--- src/twhl_pkg.sv ---
// Shared types and constants for the two-wire handshake link.
// Holds the item structs, the front-to-back record, state and code names.
// No dependencies.
package twhl_pkg;

	localparam int TO_W    = 24;   // timeout register width
	localparam int DLY_W   = 16;   // bit delay register width
	localparam int CFG_IW  = 2;    // config index width
	localparam int CFG_DW  = 24;   // config data width

	localparam logic [CFG_IW-1:0] CFG_TIMEOUT   = 2'd0;
	localparam logic [CFG_IW-1:0] CFG_BIT_DELAY = 2'd1;

	localparam logic [TO_W-1:0]  TIMEOUT_RST = 24'd1000000;
	localparam logic [DLY_W-1:0] DELAY_RST   = 16'd0;

	localparam logic [1:0] OP_TICK = 2'd0;
	localparam logic [1:0] OP_SEND = 2'd1;
	localparam logic [1:0] OP_RECV = 2'd2;
	localparam logic [1:0] OP_REL  = 2'd3;

	localparam logic [1:0] RES_OK      = 2'd0;
	localparam logic [1:0] RES_SEND_TO = 2'd1;
	localparam logic [1:0] RES_RECV_TO = 2'd2;

	// Line drive, bit 0 is A, bit 1 is B, 1 means released.
	localparam logic [1:0] DRV_REL    = 2'b11;
	localparam logic [1:0] DRV_PULL_A = 2'b10;
	localparam logic [1:0] DRV_PULL_B = 2'b01;

	typedef enum logic [1:0] {
		CMD_TICK,
		CMD_SEND,
		CMD_RECV,
		CMD_REL
	} cmd_t;

	typedef enum logic [3:0] {
		PH_IDLE,
		PH_TX_PULL,
		PH_TX_RELW,
		PH_RX_WAIT,
		PH_RX_ACK,
		PH_SETTLE_TX,
		PH_SETTLE_RX,
		PH_REL
	} phase_t;

	typedef struct packed {
		logic [1:0] op;
		logic [7:0] tx_byte;
		logic       line_a_in;
		logic       line_b_in;
	} in_t;

	typedef struct packed {
		logic       release_a;
		logic       release_b;
		logic       busy_res;
		logic [7:0] rx_byte;
		logic       byte_done;
		logic [1:0] result_code;
		logic       line_activity;
	} out_t;

	// Classified item handed from the front to the engine.
	typedef struct packed {
		cmd_t       cmd;
		logic [7:0] tx_byte;
		logic       line_a;
		logic       line_b;
		logic       both_high;
		logic       rx_one;     // A high, B low
	} cls_t;

	typedef struct packed {
		logic full;
		logic empty;
	} qstat_t;

endpackage

--- src/two_wire_handshake_link.sv ---
// An accepted item is registered in the queue; its result is registered when the engine pops it.
// Throughput: one item per cycle unless the output stalls; the engine steps once per queued item.
// A two-entry queue decouples input from the engine; the result register decouples output.
// Reset (arst_n low): lines released, engine idle, timeout 1000000, bit delay 0.
// Config writes are always ready and take effect on the next cycle.
module two_wire_handshake_link #(
	parameter int TIMER_BITS = 24
) (
	input  logic                        clk,
	input  logic                        arst_n,
	input  logic                        in_valid,
	output logic                        in_stall,
	input  twhl_pkg::in_t               in_item,
	output logic                        out_valid,
	input  logic                        out_stall,
	output twhl_pkg::out_t              out_item,
	input  logic                        cfg_valid,
	output logic                        cfg_ready,
	input  logic [twhl_pkg::CFG_IW-1:0] cfg_index,
	input  logic [twhl_pkg::CFG_DW-1:0] cfg_data
);

	twhl_pkg::cls_t   cls;
	twhl_pkg::cls_t   head;
	twhl_pkg::qstat_t qstat;
	logic             push;
	logic             pop;

	assign cfg_ready = 1'b1;

	twhl_front u_front (
		.in_valid (in_valid),
		.in_item  (in_item),
		.qstat    (qstat),
		.in_stall (in_stall),
		.push     (push),
		.cls      (cls)
	);

	twhl_queue u_queue (
		.clk       (clk),
		.arst_n    (arst_n),
		.push      (push),
		.push_data (cls),
		.pop       (pop),
		.head      (head),
		.qstat     (qstat)
	);

	twhl_engine #(
		.TIMER_BITS (TIMER_BITS)
	) u_engine (
		.clk       (clk),
		.arst_n    (arst_n),
		.cfg_valid (cfg_valid & cfg_ready),
		.cfg_index (cfg_index),
		.cfg_data  (cfg_data),
		.head      (head),
		.qstat     (qstat),
		.pop       (pop),
		.out_valid (out_valid),
		.out_stall (out_stall),
		.out_item  (out_item)
	);

endmodule

--- src/twhl_front.sv ---
// Front end: takes input items and classifies them for the engine.
// Decodes the command and precomputes line conditions. Uses twhl_pkg.
module twhl_front (
	input  logic            in_valid,
	input  twhl_pkg::in_t   in_item,
	input  twhl_pkg::qstat_t qstat,
	output logic            in_stall,
	output logic            push,
	output twhl_pkg::cls_t  cls
);

	always_comb begin
		cls.tx_byte   = in_item.tx_byte;
		cls.line_a    = in_item.line_a_in;
		cls.line_b    = in_item.line_b_in;
		cls.both_high = in_item.line_a_in & in_item.line_b_in;
		cls.rx_one    = in_item.line_a_in & ~in_item.line_b_in;
		unique case (in_item.op)
			twhl_pkg::OP_SEND: cls.cmd = twhl_pkg::CMD_SEND;
			twhl_pkg::OP_RECV: cls.cmd = twhl_pkg::CMD_RECV;
			twhl_pkg::OP_REL:  cls.cmd = twhl_pkg::CMD_REL;
			default:           cls.cmd = twhl_pkg::CMD_TICK;
		endcase
	end

	assign in_stall = qstat.full;
	assign push     = in_valid & ~qstat.full;

endmodule

--- src/twhl_queue.sv ---
// Two-entry queue between the front end and the engine.
// Holds classified items so each side can stall on its own. Uses twhl_pkg.
module twhl_queue (
	input  logic             clk,
	input  logic             arst_n,
	input  logic             push,
	input  twhl_pkg::cls_t   push_data,
	input  logic             pop,
	output twhl_pkg::cls_t   head,
	output twhl_pkg::qstat_t qstat
);

	twhl_pkg::cls_t mem_q [2];
	logic           wr_ptr_q;
	logic           rd_ptr_q;
	logic [1:0]     cnt_q;

	always_ff @(posedge clk) begin
		if (push) begin
			mem_q[wr_ptr_q] <= push_data;
		end
	end

	always_ff @(posedge clk or negedge arst_n) begin
		if (!arst_n) begin
			wr_ptr_q <= 1'b0;
			rd_ptr_q <= 1'b0;
			cnt_q    <= 2'd0;
		end else begin
			if (push) begin
				wr_ptr_q <= ~wr_ptr_q;
			end
			if (pop) begin
				rd_ptr_q <= ~rd_ptr_q;
			end
			if (push && !pop) begin
				cnt_q <= cnt_q + 2'd1;
			end else if (pop && !push) begin
				cnt_q <= cnt_q - 2'd1;
			end
		end
	end

	assign head        = mem_q[rd_ptr_q];
	assign qstat.full  = cnt_q[1];
	assign qstat.empty = (cnt_q == 2'd0);

	a_cnt_range: assert property (@(posedge clk) disable iff (!arst_n)
		cnt_q != 2'd3)
		else $error("queue count out of range");

	a_ptr_track: assert property (@(posedge clk) disable iff (!arst_n)
		(cnt_q == 2'd0 || cnt_q == 2'd2) |-> wr_ptr_q == rd_ptr_q)
		else $error("queue pointers disagree with count");

endmodule

--- src/twhl_engine.sv ---
// Back end: handshake state machine, config registers and result register.
// Steps one classified item per cycle while the queue holds one and the output is not stalled. Uses twhl_pkg.
module twhl_engine #(
	parameter int TIMER_BITS = 24
) (
	input  logic                          clk,
	input  logic                          arst_n,
	input  logic                          cfg_valid,
	input  logic [twhl_pkg::CFG_IW-1:0]   cfg_index,
	input  logic [twhl_pkg::CFG_DW-1:0]   cfg_data,
	input  twhl_pkg::cls_t                head,
	input  twhl_pkg::qstat_t              qstat,
	output logic                          pop,
	output logic                          out_valid,
	input  logic                          out_stall,
	output twhl_pkg::out_t                out_item
);

	localparam int CMP_W = (TIMER_BITS > twhl_pkg::TO_W) ? TIMER_BITS : twhl_pkg::TO_W;

	logic [twhl_pkg::TO_W-1:0]  timeout_q;
	logic [twhl_pkg::DLY_W-1:0] delay_q;

	twhl_pkg::phase_t           phase_q, phase_d;
	logic [7:0]                 shift_q, shift_d;
	logic [3:0]                 cnt_q, cnt_d;
	logic [TIMER_BITS-1:0]      timer_q, timer_d;
	logic [twhl_pkg::DLY_W-1:0] settle_q, settle_d;
	logic [1:0]                 drive_q, drive_d;

	logic                       out_valid_q;
	twhl_pkg::out_t             out_q, res;

	logic                  done;
	logic [1:0]            code;
	logic [7:0]            rx;
	logic [TIMER_BITS-1:0] timer_inc;
	logic                  expired;
	logic                  lvl_tx, lvl_ack;
	logic                  end_bit, fin_bit, fin_rx;
	logic [3:0]            cnt_inc;
	logic [7:0]            shift_fb;

	assign pop = ~qstat.empty & (~out_valid_q | ~out_stall);

	always_ff @(posedge clk or negedge arst_n) begin
		if (!arst_n) begin
			timeout_q <= twhl_pkg::TIMEOUT_RST;
			delay_q   <= twhl_pkg::DELAY_RST;
		end else if (cfg_valid) begin
			unique case (cfg_index)
				twhl_pkg::CFG_TIMEOUT:   timeout_q <= cfg_data;
				twhl_pkg::CFG_BIT_DELAY: delay_q   <= cfg_data[twhl_pkg::DLY_W-1:0];
				default: ;
			endcase
		end
	end

	// Saturating wait timer and its expiry test.
	assign timer_inc = (&timer_q) ? timer_q : timer_q + TIMER_BITS'(1);
	assign expired   = CMP_W'(timer_inc) >= CMP_W'(timeout_q);
	assign lvl_tx    = shift_q[0] ? head.line_a : head.line_b;
	assign lvl_ack   = shift_q[7] ? head.line_b : head.line_a;

	// Next state
	always_comb begin
		phase_d  = phase_q;
		shift_d  = shift_q;
		cnt_d    = cnt_q;
		timer_d  = timer_q;
		settle_d = settle_q;
		drive_d  = drive_q;
		done     = 1'b0;
		code     = twhl_pkg::RES_OK;
		rx       = 8'd0;
		end_bit  = 1'b0;
		fin_bit  = 1'b0;
		fin_rx   = 1'b0;
		cnt_inc  = cnt_q + 4'd1;
		shift_fb = shift_q;

		unique case (phase_q)
			twhl_pkg::PH_IDLE: begin
				unique case (head.cmd)
					twhl_pkg::CMD_SEND: begin
						shift_d = head.tx_byte;
						cnt_d   = 4'd0;
						drive_d = head.tx_byte[0] ? twhl_pkg::DRV_PULL_B
							: twhl_pkg::DRV_PULL_A;
						phase_d = twhl_pkg::PH_TX_PULL;
						timer_d = '0;
					end
					twhl_pkg::CMD_RECV: begin
						shift_d = 8'd0;
						cnt_d   = 4'd0;
						drive_d = twhl_pkg::DRV_REL;
						phase_d = twhl_pkg::PH_RX_WAIT;
						timer_d = '0;
					end
					twhl_pkg::CMD_REL: begin
						drive_d = twhl_pkg::DRV_REL;
						phase_d = twhl_pkg::PH_REL;
						timer_d = '0;
					end
					default: ;
				endcase
			end
			twhl_pkg::PH_TX_PULL: begin
				if (!lvl_tx) begin
					drive_d = twhl_pkg::DRV_REL;
					phase_d = twhl_pkg::PH_TX_RELW;
					timer_d = '0;
				end else begin
					timer_d = timer_inc;
					if (expired) begin
						done    = 1'b1;
						code    = twhl_pkg::RES_SEND_TO;
						phase_d = twhl_pkg::PH_IDLE;
					end
				end
			end
			twhl_pkg::PH_TX_RELW: begin
				if (lvl_tx) begin
					end_bit = 1'b1;
				end else begin
					timer_d = timer_inc;
					if (expired) begin
						done    = 1'b1;
						code    = twhl_pkg::RES_SEND_TO;
						phase_d = twhl_pkg::PH_IDLE;
					end
				end
			end
			twhl_pkg::PH_RX_WAIT: begin
				if (!head.both_high) begin
					shift_d = {head.rx_one, shift_q[7:1]};
					drive_d = head.rx_one ? twhl_pkg::DRV_PULL_A : twhl_pkg::DRV_PULL_B;
					phase_d = twhl_pkg::PH_RX_ACK;
					timer_d = '0;
				end else begin
					timer_d = timer_inc;
					if (expired) begin
						done    = 1'b1;
						code    = twhl_pkg::RES_RECV_TO;
						phase_d = twhl_pkg::PH_IDLE;
					end
				end
			end
			twhl_pkg::PH_RX_ACK: begin
				if (lvl_ack) begin
					end_bit = 1'b1;
					fin_rx  = 1'b1;
				end else begin
					timer_d = timer_inc;
					if (expired) begin
						done    = 1'b1;
						code    = twhl_pkg::RES_RECV_TO;
						phase_d = twhl_pkg::PH_IDLE;
					end
				end
			end
			twhl_pkg::PH_SETTLE_TX, twhl_pkg::PH_SETTLE_RX: begin
				if (settle_q <= twhl_pkg::DLY_W'(1)) begin
					settle_d = '0;
					fin_bit  = 1'b1;
					fin_rx   = (phase_q == twhl_pkg::PH_SETTLE_RX);
				end else begin
					settle_d = settle_q - twhl_pkg::DLY_W'(1);
				end
			end
			twhl_pkg::PH_REL: begin
				if (head.both_high) begin
					done    = 1'b1;
					phase_d = twhl_pkg::PH_IDLE;
				end else begin
					timer_d = timer_inc;
					if (expired) begin
						done    = 1'b1;
						phase_d = twhl_pkg::PH_IDLE;
					end
				end
			end
			default: phase_d = twhl_pkg::PH_IDLE;
		endcase

		// End of a bit: release, then settle or move on at once.
		if (end_bit) begin
			drive_d = twhl_pkg::DRV_REL;
			if (delay_q == '0) begin
				fin_bit = 1'b1;
			end else begin
				settle_d = delay_q;
				phase_d  = fin_rx ? twhl_pkg::PH_SETTLE_RX : twhl_pkg::PH_SETTLE_TX;
			end
		end

		if (fin_bit) begin
			cnt_d = cnt_inc;
			if (!fin_rx) begin
				shift_fb = {1'b0, shift_q[7:1]};
				shift_d  = shift_fb;
			end
			if (cnt_inc[3]) begin
				rx      = fin_rx ? shift_q : 8'd0;
				done    = 1'b1;
				code    = twhl_pkg::RES_OK;
				phase_d = twhl_pkg::PH_IDLE;
			end else if (fin_rx) begin
				phase_d = twhl_pkg::PH_RX_WAIT;
				timer_d = '0;
			end else begin
				drive_d = shift_fb[0] ? twhl_pkg::DRV_PULL_B : twhl_pkg::DRV_PULL_A;
				phase_d = twhl_pkg::PH_TX_PULL;
				timer_d = '0;
			end
		end
	end

	// Result fields
	always_comb begin
		res.release_a     = drive_d[0];
		res.release_b     = drive_d[1];
		res.busy_res      = (phase_d != twhl_pkg::PH_IDLE);
		res.rx_byte       = rx;
		res.byte_done     = done;
		res.result_code   = code;
		res.line_activity = ~head.both_high;
	end

	always_ff @(posedge clk or negedge arst_n) begin
		if (!arst_n) begin
			phase_q     <= twhl_pkg::PH_IDLE;
			shift_q     <= 8'd0;
			cnt_q       <= 4'd0;
			timer_q     <= '0;
			settle_q    <= '0;
			drive_q     <= twhl_pkg::DRV_REL;
			out_valid_q <= 1'b0;
		end else begin
			if (pop) begin
				phase_q  <= phase_d;
				shift_q  <= shift_d;
				cnt_q    <= cnt_d;
				timer_q  <= timer_d;
				settle_q <= settle_d;
				drive_q  <= drive_d;
			end
			if (pop) begin
				out_valid_q <= 1'b1;
			end else if (!out_stall) begin
				out_valid_q <= 1'b0;
			end
		end
	end

	always_ff @(posedge clk) begin
		if (pop) begin
			out_q <= res;
		end
	end

	assign out_valid = out_valid_q;
	assign out_item  = out_q;

	a_code_needs_done: assert property (@(posedge clk) disable iff (!arst_n)
		(out_valid_q && !out_q.byte_done) |-> out_q.result_code == twhl_pkg::RES_OK)
		else $error("result code without completion");

	a_done_not_busy: assert property (@(posedge clk) disable iff (!arst_n)
		(out_valid_q && out_q.byte_done) |-> (!out_q.busy_res && phase_q == twhl_pkg::PH_IDLE))
		else $error("completion while still busy");

	a_count_range: assert property (@(posedge clk) disable iff (!arst_n)
		cnt_q <= 4'd8)
		else $error("bit count out of range");

	a_settle_live: assert property (@(posedge clk) disable iff (!arst_n)
		(phase_q == twhl_pkg::PH_SETTLE_TX || phase_q == twhl_pkg::PH_SETTLE_RX)
		|-> settle_q != '0)
		else $error("settle phase with empty counter");

endmodule
--- config.mk ---
export PLATFORM = sky130hd
export DESIGN_NAME = two_wire_handshake_link
export DESIGN_NICKNAME = d
export VERILOG_FILES = /design/src/twhl_pkg.sv /design/src/two_wire_handshake_link.sv /design/src/twhl_front.sv /design/src/twhl_queue.sv /design/src/twhl_engine.sv
export SDC_FILE = /design/constraint.sdc
export NUM_CORES = 1
export LEC_CHECK = 0
export ABC_AREA = 1
export BUFFER_PORTS_ARGS = -buffer_cell sky130_fd_sc_hd__buf_2
export CORE_MARGIN = 2
export CORE_UTILIZATION = 32
export DETAILED_ROUTE_END_ITERATION = 8
export MAX_ROUTING_LAYER = met4
export SLEW_MARGIN = 40
export SYNTH_ARGS = -nofsm -noshare
export SYNTH_HDL_FRONTEND = slang
export SYNTH_SLANG_ARGS = --single-unit
--- constraint.sdc ---
create_clock -name clk -period 4.1 [get_ports clk]
set_clock_uncertainty 0.1 [all_clocks]
set_input_delay 0.615 -clock clk [delete_from_list [all_inputs] [get_ports clk]]
set_output_delay 0.615 -clock clk [all_outputs]
set_load 0.01 [all_outputs]
==> flow_summary.toml <==
[outcome]
status = "completed"

[clock_network]
cts_resized = 0
cts.sinks = 146
clockBufferDepth = 2
htree_num_levels = 4
cts_tree = "built"
hold_buffers = 0
post-cts-setup-buffers = 0
clockRootBuffer = "clkbuf_16"
clk_latency_ps = 440
clk_pin_slew_worst_paths_ps = 70
cts_made_buffers = 17

[final_layout]
fin_area_mm2 = 0.01055
final_util_pct = 36.97
antenna_cells = 0
nets = 1388
drive_above_1_share_pct = 13.06
final_cell_count_no_fill = 1709
area.growth.synth_to_final_pct = 14.14

[synthesis]
synth_edf_count = 43
async_reset_ff_share_pct = 70.55
yosys-top-cells-area = "dfrtp_1 25%, edfxtp_1 14%, nand2_1 13%"
yosysTopAreaCell = "dfrtp_1"
syn_area_mm2 = 0.009246
syn_area_per_cell_um2 = 7.333
synth_top_cell_area_share_pct = 25.44
syn-instance-count = 1261
synth_common_cells = "326 x nand2_1, 148 x inv_1, 138 x nor2_1, 96 x o21ai_0, 94 x dfrtp_1"
yosysWarnings = 0
synth_cell_types = 48
ys_ff_latch = 146
synth_most_common_cell = "nand2_1"
seq_area_frac_synth_pct = 41.96
synth_nets = 1337
ys.flop_type = "dfrtp_1"

[placement]
dp_hpwl_um = 19730
post-place-ws_ps = 574.5
dpl_cell_area_mm2 = 0.009962
place_congestion = 0.9564
io_buffers = 59
numPlacedInstances = 1677

[setup_path]
crit_path_end_kind = "flop"
arrival_ps = 3690
cp-start-kind = "flop"
crit_type = "flop to flop"
cp_max_fo = 16
required_ps = 4200

[sta]
rsz0062_at_grt = "false"
slew_viol_final = 0
setup_viol = 0
min_period_over_period_pct = 87.75
timing.fmax_mhz = 277.9
hold_viol = 0
maxSlewHeadroom_pct = 49.57
min_period_ps = 3598
setup_ws_ps = 502.0
hold_ws_ps = 53.19
worst_slew_pin_slew_ps = 755.6
finalSetupTns_ps = 0

[grt]
grt_max_degree = 58
grt_pass1_wl_um = 43410
antenna_found_initial = 0
overflow = 0
grtUsageTotal_pct = 18.73
grt_pass1_vias = 8064

[floorplan]
io_pins = 61
core_area_mm2 = 0.02855
start_util_pct = 32.39
dieArea_mm2 = 0.03027
die_h_um = 174.0
die_w_um = 174.0
row_count = 62

[route]
wl_um = 27110
num_vias = 8377
vias_per_cell = 4.902
post-route-drc-count = 0
first_pass_iters = 5
first_iter_violations = 689
ant_nets = 0
drt-wirelength-per-cell_um = 15.86

[power]
power_mw = 7.105
ir_worst_vdd_uv = 288.9
leakage_nw = 4.954
power_density_mw_per_mm2 = 673.2

[worst_hold_path]
holdCritPathClass = "input port to async pin"

[run]
cap_violations = 0
-- worst paths after layout --
| path | start | endpoint | slack [ps] | cells after the start |
|---|---|---|---|---|
| max in group asynchronous | arst_n | u_engine.timeout_q[14]$_DFFE_PN1P_ | 3090 | 2 |
| setup reg to reg | u_engine.timer_q[0]$_DFFE_PN0P_ | u_engine.out_item[12]$_DFFE_PP_ | 500 | 22 |
| hold / removal | arst_n | u_engine.timer_q[8]$_DFFE_PN0P_ | 50 | 1 |
| hold reg to reg | u_engine.timeout_q[7]$_DFFE_PN0P_ | u_engine.timeout_q[7]$_DFFE_PN0P_ | 390 | 2 |
| setup / recovery | u_engine.timer_q[0]$_DFFE_PN0P_ | u_engine.out_item[12]$_DFFE_PP_ | 500 | 22 |
| min in group clk | in_item[5] | u_queue.mem_q[1][7]$_DFFE_PP_ | 260 | 1 |
-- registers in the layout, indices dropped and copies added, names as in the netlist --
name,flops
u_engine.out_valid,1
u_engine.timer_q,24
u_engine.timeout_q,24
u_engine.drive_q,2
u_engine.shift_q,8
u_engine.out_item,15
u_queue.wr_ptr_q,1
u_engine.phase_q,4
u_queue.rd_ptr_q,1
u_queue.mem_q,28
u_engine.cnt_q,4
u_queue.cnt_q,2
u_engine.settle_q,16
u_engine.delay_q,16
-- logic make-up after synthesis --
| logic type | count (synthesis) | share of synthesized area [%] |
|---|---|---|
| xor+xnor | 25 | 2.368 |
| simple gates | 596 | 27.13 |
| fa+ha+maj | 33 | 4.466 |
| flops | 146 | 41.96 |
| compound gates | 250 | 15.13 |
| other cells | 1 | 0.04056 |
| buf+inv | 210 | 8.904 |
-- placed cells by master, fill, tap and decap left out, types with 9 or more instances in the layout --
cell type / instances
clkbuf_16: 17
inv_2: 22
a21oi_1: 62
nor3_1: 18
o21ai_0: 96
or2_2: 10
inv_1: 148
o211ai_1: 16
buf_2: 58
buf_4: 12
nand4_1: 14
edfxtp_1: 43
o21ai_1: 39
xor2_1: 22
dfrtp_1: 94
nand3_1: 63
ha_1: 33
dfstp_2: 9
nor2_1: 136
nand2_1: 326
-- report_power, final --
group / total (mW) / internal [mW] / switching [mW] / leakage [nW]
Sequential: 2.33 / 1.96 / 0.368 / 1.70
Combinational: 3.18 / 1.00 / 2.17 / 2.97
Clock: 1.60 / 0.866 / 0.730 / 0.288
-- layout make-up --
class,instances,area (um^2)
multi-input cells,905,4552
clock buffers,17,425.4
repair buffers,72,411.6
clock inverters,15,166.4
flip-flops and latches,146,3880
well taps,384,480.5
inverters,170,638.1
fillers,3114,17990
-- per-layer routing --
metal	vias to the layer above	part of all wire, %	GRT usage, %
li1	4211	-	-
met1	3924	48	25.54
met2	218	46	29.42
met3	24	5.5	2.603
met4	0	1.1	4.692
met5	-	0	-
-- critical path, cell delays in order, from the launching register on --
cell      delay [ps]
dfrtp_1          500
ha_1             310
nand2_1          160
nor2_1            80
inv_1             70
nor2_1            50
nand2_1          220
buf_4            300
nand2_1          130
ha_1             320
nand2_1           60
nor2_1           140
nand2_1          130
nor2_1           120
nand2_1           50
inv_1             50
nand2_1           90
nand3_1           90
nand3b_1          70
nand2_1          100
nand2_1           50
nor2_1            90
nand2_1           50
Power figures use the tool's default switching activity.
